File: config.mk
export PLATFORM = sky130hd
export DESIGN_NAME = cnm_out_fifo
export DESIGN_NICKNAME = d
export VERILOG_FILES = /design/src/rtl/cnm_pkg.sv /design/src/rtl/cnm_out_fifo.sv
export SDC_FILE = /design/constraint.sdc
export NUM_CORES = 1
export LEC_CHECK = 0
export BUFFER_PORTS_ARGS = -buffer_cell sky130_fd_sc_hd__buf_2
export CORE_MARGIN = 10
export CORE_UTILIZATION = 50
export DETAILED_ROUTE_END_ITERATION = 16
export GPL_ROUTABILITY_DRIVEN = 0
export HOLD_SLACK_MARGIN = 0.08
export PLACE_DENSITY = 0.8
export SYNTH_ARGS = -nofsm -noshare
export SYNTH_HDL_FRONTEND = slang
export SYNTH_SLANG_ARGS = --single-unit
export TNS_END_PERCENT = 10
File: constraint.sdc
create_clock -name clk -period 2.7 [get_ports clk]
set_clock_uncertainty 0.2 [all_clocks]
set_input_delay 0.135 -clock clk [delete_from_list [all_inputs] [get_ports clk]]
set_output_delay 0.135 -clock clk [all_outputs]
set_load 0.02 [all_outputs]
File: src/rtl/cnm_pkg.sv
// Shared types and constants for the cross neighbour morphology block.
package cnm_pkg;

    localparam int CNM_MAX_WIDTH  = 1024;
    localparam int CNM_MAX_HEIGHT = 1024;
    localparam int CNM_OUT_DEPTH  = 4;

    localparam logic        MODE_RESET      = 1'b0;
    localparam logic [10:0] WIDTH_RESET     = 11'd640;
    localparam logic [10:0] HEIGHT_RESET    = 11'd480;
    localparam logic [7:0]  HIGH_THR_RESET  = 8'd250;
    localparam logic [7:0]  LOW_THR_RESET   = 8'd5;
    localparam logic [10:0] MIN_SIZE        = 11'd3;

    localparam logic [7:0]  PIX_WHITE = 8'd255;
    localparam logic [7:0]  PIX_BLACK = 8'd0;

    localparam logic        MODE_GROW   = 1'b0;

    typedef enum logic [2:0] {
        REG_MODE     = 3'd0,
        REG_WIDTH    = 3'd1,
        REG_HEIGHT   = 3'd2,
        REG_HIGH_THR = 3'd3,
        REG_LOW_THR  = 3'd4
    } cfg_reg_t;

    typedef struct packed {
        logic [7:0] pixel;
        logic       border;
        logic       eof;
        logic       last;
    } result_t;

endpackage

File: src/rtl/cnm_out_fifo.sv
// Result queue taking up to two results per cycle and releasing one.
module cnm_out_fifo (
    input  logic             clk,
    input  logic             rst_n,
    input  logic [1:0]       push_cnt,
    input  cnm_pkg::result_t push_a,
    input  cnm_pkg::result_t push_b,
    input  logic             pop,
    output logic             valid,
    output cnm_pkg::result_t head,
    output logic [$clog2(cnm_pkg::CNM_OUT_DEPTH+1)-1:0] count
);
    import cnm_pkg::*;

    localparam int PW = $clog2(CNM_OUT_DEPTH);
    localparam int NW = $clog2(CNM_OUT_DEPTH + 1);

    result_t        mem [CNM_OUT_DEPTH];
    logic [PW-1:0]  wr_ptr_reg;
    logic [PW-1:0]  wr_ptr_next;
    logic [PW-1:0]  rd_ptr_reg;
    logic [PW-1:0]  rd_ptr_next;
    logic [NW-1:0]  count_reg;
    logic [NW-1:0]  count_next;
    logic           do_pop;

    assign valid  = (count_reg != '0);
    assign head   = mem[rd_ptr_reg];
    assign count  = count_reg;
    assign do_pop = pop && valid;

    always_comb
    begin
        wr_ptr_next = wr_ptr_reg + PW'(push_cnt);
        rd_ptr_next = rd_ptr_reg + PW'(do_pop);
        count_next  = count_reg + NW'(push_cnt) - NW'(do_pop);
    end

    always_ff @(posedge clk)
    begin
        if (push_cnt != 2'd0)
        begin
            mem[wr_ptr_reg] <= push_a;
        end
        if (push_cnt == 2'd2)
        begin
            mem[wr_ptr_reg + PW'(1)] <= push_b;
        end
    end

    always_ff @(posedge clk or negedge rst_n)
    begin
        if (!rst_n)
        begin
            wr_ptr_reg <= '0;
            rd_ptr_reg <= '0;
            count_reg  <= '0;
        end
        else
        begin
            wr_ptr_reg <= wr_ptr_next;
            rd_ptr_reg <= rd_ptr_next;
            count_reg  <= count_next;
        end
    end

    assert property (@(posedge clk) disable iff (!rst_n)
        (count_reg + NW'(push_cnt)) <= NW'(CNM_OUT_DEPTH) + NW'(do_pop))
        else $error("result queue overflow");

    assert property (@(posedge clk) disable iff (!rst_n)
        !valid |-> !do_pop)
        else $error("pop from empty result queue");

    assert property (@(posedge clk) disable iff (!rst_n)
        (push_cnt == 2'd0 && !do_pop) |=> $stable(count_reg))
        else $error("queue count moved without traffic");

endmodule

==> run_results.csv, run 1 <==
group,metric,value,unit
status,status,"finished, final reports clean",
critical_path,crit_arrival,2.35,ns
clock_tree,clk_pin_slew,0.08,ns
clock_tree,cts_buffer_depth,2,
global_route,grt_overflow_total,0,
final_layout,final_area,3330,um2
final_layout,layout_commonest_cell,"edfxtp_1",
final_layout,postLayoutCoreUtil,68.6,%
global_route,grt_start_max_net_pins,16,
job,max-cap-violations,0,
power_and_ir_drop,power.clock.fraction,14.4,%
clock_tree,clock_latency,0.29,ns
logic_synthesis,yosys.area.top_type,"edfxtp_1",
power_and_ir_drop,p_sw,1.07,mW
global_route,grt_usage,13.7,%
power_and_ir_drop,p_total,3.07,mW
logic_synthesis,yosysWarnings,0,
critical_path,crit_path_start_kind,"input pin",
route,detail_route.first_pass.iterations,4,
sta,hold_violations,0,
power_and_ir_drop,p_sw_share,34.9,%
sta,worst_pin_slew,0.803,ns
critical_path,critical_path_buf_inv_count,3,
critical_path,end_kind,"flop",
sta,min_period,2.51,ns
final_layout,nets,262,
die,die_x,91.6,um
die,coreArea,4850,um2
sta,period_share,92.9,%
global_route,grt_pass1_vias,1840,
power_and_ir_drop,p_per_area,922,nW/um2
route,drc,0,
power_and_ir_drop,internal_power,1.99,mW
place,hpwl,3830,um
power_and_ir_drop,peakVddDrop,449,uV
logic_synthesis,synth_edf_count,44,
place,port_buffers,41,
logic_synthesis,synthCells,146,
route,wl_per_cell,18.9,um
critical_path,critPathKind,"input pin to flop",
final_layout,largest_register_ffs,44,
sta,setup_tns,0,ns
power_and_ir_drop,leakage,1.24,nW
logic_synthesis,syn_area,2560,um2
sta,slew_headroom,46.5,%
clock_tree,numCtsBuffers,5,
critical_path,slowest_stage,"and4bb_2",
final_layout,syn2layout_area_growth,29.8,%
die,die_h,91.6,um
logic_synthesis,synth_area_per_cell,17.6,um2
logic_synthesis,yosysTopAreaCellShare,51.6,%
clock_tree,clock-sinks,51,
logic_synthesis,synthArstFlopShare,13.7,%
clock_tree,cts_setup_buffers,0,
logic_synthesis,syn-num-nets,177,
clock_tree,cts-htree-levels,2,
critical_path,worst_path_most_repeated_cell,"dlygate4sd3_1",
final_layout,drive_gt1_share,49.6,%
critical_path,worstPathRequired,2.55,ns
logic_synthesis,synthDistinctLibCells,26,
min_path,min_path_type,"flop to flop",
die,io_pins,42,
clock_tree,cts_root_buf,"clkbuf_8",
final_layout,layout_common_cells,"edfxtp_1 (44), mux2_2 (43), buf_2 (41)",
final_layout,diodes,0,
sta,fmax,0.399,GHz
die,rows,25,
power_and_ir_drop,pwr-share-seq,45.4,%
sta,layout_setup_ws,0.192,ns
route,vias,1599,
logic_synthesis,ys_seq_elements,51,
power_and_ir_drop,combPwrFrac,40.2,%
logic_synthesis,ys_top_cells_by_area,"edfxtp_1 (52%), mux2_2 (19%), mux4_2 (9.7%)",
critical_path,slowest_delay,0.57,ns
route,avgViaCountPerCell,5.35,
sta,rsz0062_at_grt,"no",
global_route,grt_pass1_wl,9290,um
critical_path,cp_top_family,"buffers and inverters",
route,drtIter0Drc,72,
global_route,antenna_found_initial,0,
place,pre_cts_ws,0.551,ns
die,die_area,8390,um2
critical_path,path_max_fanout,12,
sta,drv_slew,0,
route,wl,5650,um
die,start_util,52.9,%
logic_synthesis,yosysSeqAreaShare,58.4,%
logic_synthesis,synthFlopType,"edfxtp_1",
place,place_area,2860,um2
critical_path,cp_cell_sequence,"dlygate4sd3_1 -> buf_2 -> and4bb_2 -> mux2_2 -> dlygate4sd3_1",
route,ant_nets,0,
sta,setup_viol,0,
clock_tree,cts_tree,"yes",
## power groups by stage
| stage | Sequential [mW] | Combinational [mW] | Clock (mW) |
|---|---|---|---|
| final | 1.39 | 1.23 | 0.440 |
| after global routing | 1.44 | 1.32 | 0.481 |
| after CTS | 1.40 | 1.25 | 0.452 |
| after detailed placement | 1.41 | 1.19 | 0 |
| after global placement | 1.39 | 1.15 | 0 |
| after floorplan | 1.30 | 0.878 | 0 |
## worst paths after layout
path | start | endpoint | slack [ns] | depth (start not counted)
min in group asynchronous | rst_n | count[2] | 0.59 | 3
worst max register to register | wr_ptr_reg[1] | mem[2][2] | 0.23 | 3
worst max-delay path | push_cnt[0] | mem[2][2] | 0.19 | 5
worst min-delay path | count[2] | count[2] | 0.38 | 1
max in group asynchronous | rst_n | rd_ptr_reg[0] | 1.46 | 3
worst min register to register | count[2] | count[2] | 0.38 | 1
## timing repair
| action | in CTS | in global routing |
|---|---|---|
| hold buffers | 38 | 0 |
| gates resized for setup | 0 | 0 |
| hold endpoints to repair | 56 | 0 |
## final cells by class
type / instances / area (um2)
fillers: 325 / 1520
flip-flops and latches: 51 / 1500
multi-input cells: 84 / 1010
repair buffers: 86 / 638
clock buffers: 7 / 86.3
well taps: 67 / 83.8
inverters: 3 / 11.3
clock inverters: 1 / 5.00
## metal layers
metal / vias to the layer above / wire, um / GRT usage, %
met5: - / 0 / 0
met4: 0 / 29 / 3.66
met3: 4 / 206 / 3.05
met2: 36 / 2920 / 23.9
met1: 811 / 2490 / 16.6
li1: 748 / - / -
## Yosys cell counts, types with 2 or more instances
cell and count:
mux4_2 11, nand2b_1 2, inv_1 3, and4bb_2 2
buf_2 4, nor2_1 3, dfrtp_1 7, buf_4 3
o31ai_1 2, xnor2_1 6, edfxtp_1 44, mux2_2 43
ha_1 3
## metrics by stage
stage,std cells,hold slack (ns)
4_1_cts,299,0.375
3_5_place_dp,253,-0.217
3_3_place_gp,253,-0.228
5_1_grt,299,0.402
2_1_floorplan,146,-0.361
6_report,299,0.385
## kinds of logic after synthesis
| group | count (synthesis) | synth area share (%) |
|---|---|---|
| xor+xnor | 6 | 2.05 |
| buf+inv | 11 | 2.54 |
| mux | 56 | 29.4 |
| flops | 51 | 58.4 |
| fa+ha+maj | 4 | 2.25 |
| simple gates | 12 | 3.56 |
| compound gates | 6 | 1.81 |
Note: power is estimated with default switching activity, not from simulation.
==> run 2: changes to the inputs <==
--- a/constraint.sdc
+++ b/constraint.sdc
@@ -4,2 +4,2 @@
 set_output_delay 0.135 -clock clk [all_outputs]
-set_load 0.02 [all_outputs]
+set_load 0.005 [all_outputs]
==> run 2 against run 1 <==
Via count fell by 0.56%. Utilization fell by 0.21 points. Critical path depth rose by 1. Combinational power shrank 16%. Register-to-register slack lost 0.03 ns. Maximum frequency decreased by 3.0%.
==> run_results.csv, run 2 (same netlist as run 1, synthesis figures left out) <==
group,metric,value,unit
status,status,"finished, final reports clean",
die,start_util,52.9,%
sta,slew_headroom,46.5,%
sta,rsz0062_at_grt,"no",
place,port_buffers,41,
route,detail_route.first_pass.iterations,4,
die,die_h,91.6,um
sta,period_share,95.8,%
sta,hold_violations,0,
critical_path,cp_cell_sequence,"dlygate4sd3_1 -> buf_2 -> nand4b_1 -> buf_4 -> mux2_2 -> dlygate4sd3_1",
sta,worst_pin_slew,0.802,ns
final_layout,layout_common_cells,"edfxtp_1 (44), mux2_2 (43), buf_2 (41)",
final_layout,largest_register_ffs,44,
critical_path,path_max_fanout,9,
final_layout,nets,262,
critical_path,worstPathRequired,2.56,ns
global_route,grt_pass1_wl,9540,um
place,hpwl,3940,um
clock_tree,cts_setup_buffers,0,
sta,fmax,0.387,GHz
critical_path,end_kind,"flop",
clock_tree,ctsResizeCount,0,
die,coreArea,4850,um2
die,rows,25,
clock_tree,clock-sinks,51,
critical_path,critPathKind,"input pin to flop",
final_layout,drive_gt1_share,49.1,%
global_route,antenna_found_initial,0,
critical_path,slowest_stage,"dlygate4sd3_1",
route,wl_per_cell,18.9,um
place,dp_cells,253,
sta,min_period,2.59,ns
clock_tree,cts_root_buf,"clkbuf_8",
power_and_ir_drop,p_per_area,858,nW/um2
clock_tree,numCtsBuffers,5,
route,drc,0,
route,avgViaCountPerCell,5.32,
global_route,grt_overflow_total,0,
clock_tree,clock_latency,0.30,ns
critical_path,crit_path_start_kind,"input pin",
sta,setup_tns,0,ns
die,die_x,91.6,um
clock_tree,cts-htree-levels,2,
min_path,min_path_type,"flop to flop",
critical_path,crit_arrival,2.44,ns
route,drtIter0Drc,84,
sta,holdWs,0.405,ns
final_layout,diodes,0,
job,max-cap-violations,0,
critical_path,slowest_delay,0.56,ns
critical_path,worst_path_most_repeated_cell,"dlygate4sd3_1",
route,wl,5640,um
die,die_area,8390,um2
clock_tree,clk_pin_slew,0.09,ns
sta,setup_viol,0,
sta,drv_slew,0,
global_route,grt_start_max_net_pins,15,
global_route,grt_usage,14.3,%
clock_tree,cts_buffer_depth,2,
route,vias,1590,
route,ant_nets,0,
global_route,grt_pass1_vias,1813,
clock_tree,cts_tree,"yes",
final_layout,fin_cells,299,
final_layout,layout_commonest_cell,"edfxtp_1",
die,io_pins,42,
final_layout,syn2layout_area_growth,29.4,%
power_and_ir_drop,peakVddDrop,428,uV
power_and_ir_drop,leakage,1.24,nW
==> run 2: cell counts in the layout (fill, tap and decap cells not counted) <==
No cell type changed its count.
==> run 2: layout make-up <==
cell class | instances | area (um2)
fillers | 310 | 1530
flip-flops and latches | 51 | 1500
multi-input cells | 84 | 1010
repair buffers | 86 | 638
well taps | 67 | 83.8
clock buffers | 7 | 76.3
inverters | 3 | 11.3
clock inverters | 1 | 5.00
==> run 2: timing repair <==
item	4_1_cts	5_1_grt
hold buffers	38	0
hold endpoints to repair	56	0
setup endpoints to repair	0	0
==> run 2: critical path: cells and delay by family <==
family / cells / cell delay (ns)
multiplexers: 1 / 0.27
AND/OR/NAND/NOR: 1 / 0.44
buffers and inverters: 4 / 1.59
==> run 2: worst paths after layout <==
| check | startpoint | endpoint | slack (ns) | depth (start not counted) |
|---|---|---|---|---|
| max in group asynchronous | rst_n | rd_ptr_reg[0] | 1.47 | 3 |
| max reg2reg | wr_ptr_reg[1] | mem[0][7] | 0.20 | 4 |
| min in group asynchronous | rst_n | count[2] | 0.58 | 3 |
| min | count[2] | count[2] | 0.40 | 1 |
| min reg2reg | count[2] | count[2] | 0.40 | 1 |
| max | push_cnt[0] | mem[0][7] | 0.11 | 6 |
==> run 2: routing by layer <==
metal	up-vias	routed length [um]	share of wire, %	GRT usage, %
met5	-	0	0	0
met4	0	68	1.2	4.57
met3	10	269	4.8	4.61
met2	44	3010	53	25.0
met1	787	2290	41	16.0
li1	749	-	-	-
==> run 2: through the flow <==
stage / util, % / setup slack [ns] / power, mW / instance area [um2]
after global routing: 68.4 / 0.0216 / 3.02 / 3320
after global placement: 58.9 / 0.753 / 2.35 / 2860
after CTS: 68.4 / 0.149 / 2.88 / 3320
final: 68.4 / 0.115 / 2.85 / 3320
after floorplan: - / 0.648 / 1.99 / 2560
after detailed placement: 58.9 / 0.704 / 2.40 / 2860
==> run 2: report_power, final <==
group,switching (mW),internal (mW),total (mW)
Clock,0.237,0.182,0.420
Combinational,0.428,0.605,1.03
Sequential,0.221,1.17,1.40
==> run 3: changes to the inputs <==
Settings changed: PLACE_DENSITY 0.8 to unset, PLACE_DENSITY_LB_ADDON set to 0.1.
==> run 3 against run 2 <==
Sequential cell count is the same. Cell count grew 0.67%. Global-route usage shrank 0.18 points. Sequential share of layout area shrank 0.55 points. Count of clock-buffer cells in the layout shrank 2. Critical path depth shrank 1. Sequential power is essentially flat. Largest power group unchanged. Highest routed layer unchanged.
==> run_results.csv, run 3 (same netlist as run 1, synthesis figures left out) <==
group,metric,value,unit
power_and_ir_drop,p_sw,909,uW
min_path,min_path_type,"flop to flop",
sta,drv_slew,0,
clock_tree,cts-htree-levels,2,
critical_path,crit_arrival,2.35,ns
clock_tree,ctsResizeCount,0,
global_route,grt_start_max_net_pins,16,
global_route,grt_pass1_vias,1832,
sta,holdWs,0.381,ns
global_route,grt_usage,14.1,%
critical_path,crit_path_start_kind,"input pin",
place,pre_cts_ws,0.658,ns
critical_path,end_kind,"flop",
global_route,grt_overflow_total,0,
clock_tree,clock_latency,0.29,ns
die,rows,25,
route,avgViaCountPerCell,5.27,
sta,rsz0062_at_grt,"no",
sta,hold_violations,0,
final_layout,layout_common_cells,"edfxtp_1 (44), mux2_2 (43), buf_2 (41)",
power_and_ir_drop,power.clock.fraction,17.4,%
route,detail_route.first_pass.iterations,4,
final_layout,syn2layout_area_growth,31.1,%
status,status,"finished, final reports clean",
die,die_h,91.6,um
sta,slew_headroom,54.4,%
clock_tree,numCtsBuffers,5,
clock_tree,cts_buffer_depth,2,
sta,fmax,0.400,GHz
global_route,antenna_found_initial,0,
critical_path,rrSetupSlack,0.25,ns
power_and_ir_drop,leakage,1.26,nW
final_layout,largest_register_ffs,44,
place,port_buffers,41,
clock_tree,cts_root_buf,"clkbuf_8",
die,start_util,52.9,%
final_layout,diodes,0,
job,max-cap-violations,0,
route,vias,1587,
power_and_ir_drop,pwr-share-seq,46.0,%
clock_tree,clk_pin_slew,0.09,ns
final_layout,layout_commonest_cell,"edfxtp_1",
die,die_x,91.6,um
sta,worst_pin_slew,0.685,ns
critical_path,critPathKind,"input pin to flop",
route,wl,5690,um
place,dp_cells,255,
die,die_area,8390,um2
place,hpwl,3760,um
critical_path,path_max_fanout,11,
final_layout,fin_cells,301,
final_layout,nets,264,
sta,period_share,92.5,%
power_and_ir_drop,p_per_area,887,nW/um2
route,ant_nets,0,
power_and_ir_drop,p_total,2.98,mW
power_and_ir_drop,combPwrFrac,36.7,%
sta,min_period,2.50,ns
die,coreArea,4850,um2
critical_path,worstPathRequired,2.55,ns
sta,setup_tns,0,ns
die,io_pins,42,
sta,setup_viol,0,
power_and_ir_drop,internal_power,2.07,mW
route,drc,0,
final_layout,drive_gt1_share,50.0,%
power_and_ir_drop,peakVddDrop,383,uV
route,wl_per_cell,18.9,um
global_route,grt_pass1_wl,9440,um
power_and_ir_drop,p_sw_share,30.5,%
clock_tree,cts_tree,"yes",
clock_tree,clock-sinks,51,
sta,layout_setup_ws,0.202,ns
route,drtIter0Drc,37,
## run 3: changes by cell type in the layout (fill, tap and decap cells not counted)
cell	delta
clkinv_1	+1
clkbuf_1	-2
bufinv_16	+1
buf_4	+2
## run 3: critical path: stages
cell	delay (ns)
dlygate4sd3_1	0.53
buf_2	0.18
and4bb_2	0.56
mux2_2	0.38
dlygate4sd3_1	0.55
## run 3: routing by layer
metal  part of all wire, %  track usage (%)  up-vias
li1                      -                -      748
met1                    42             16.5      804
met2                    53             25.3       30
met3                   3.8             2.96        5
met4                  0.93             3.92        0
met5                     0                0        -
## run 3: cell type report
cell class | count | area (um2)
multi-input combinational | 84 | 1010
timing repair buffer | 88 | 653
sequential | 51 | 1500
clock buffer | 5 | 68.8
inverter | 3 | 11.3
fill | 348 | 1490
tap | 67 | 83.8
clock inverter | 3 | 38.8
## run 3: worst paths after layout
| kind | startpoint | endpoint | depth (start not counted) |
|---|---|---|---|
| worst min register to register | count[2] | count[2] | 1 |
| min in group asynchronous | rst_n | rd_ptr_reg[1] | 3 |
| worst max-delay path | push_cnt[0] | mem[3][0] | 5 |
| max in group asynchronous | rst_n | wr_ptr_reg[0] | 3 |
| worst min-delay path | count[2] | count[2] | 1 |
| worst max register to register | wr_ptr_reg[0] | mem[3][0] | 3 |
## run 3: power by group through the flow
stage	clock, mW	sequential (mW)	combinational [mW]
floorplan	0	1.28	0.716
global placement	0	1.36	1.03
detailed placement	0	1.39	1.05
CTS	0.520	1.37	1.12
global route	0.551	1.40	1.19
finish	0.517	1.37	1.09
## run 3: per-stage QoR
stage | utilization (%) | instance area [um2]
floorplan | - | 2560
global placement | 59.2 | 2870
detailed placement | 59.2 | 2870
CTS | 69.3 | 3360
global route | 69.3 | 3360
finish | 69.3 | 3360
## run 3: what timing repair did
action	4_1_cts	5_1_grt
hold buffers	38	0
endpoints found under the hold margin	56	0
setup buffers	0	0
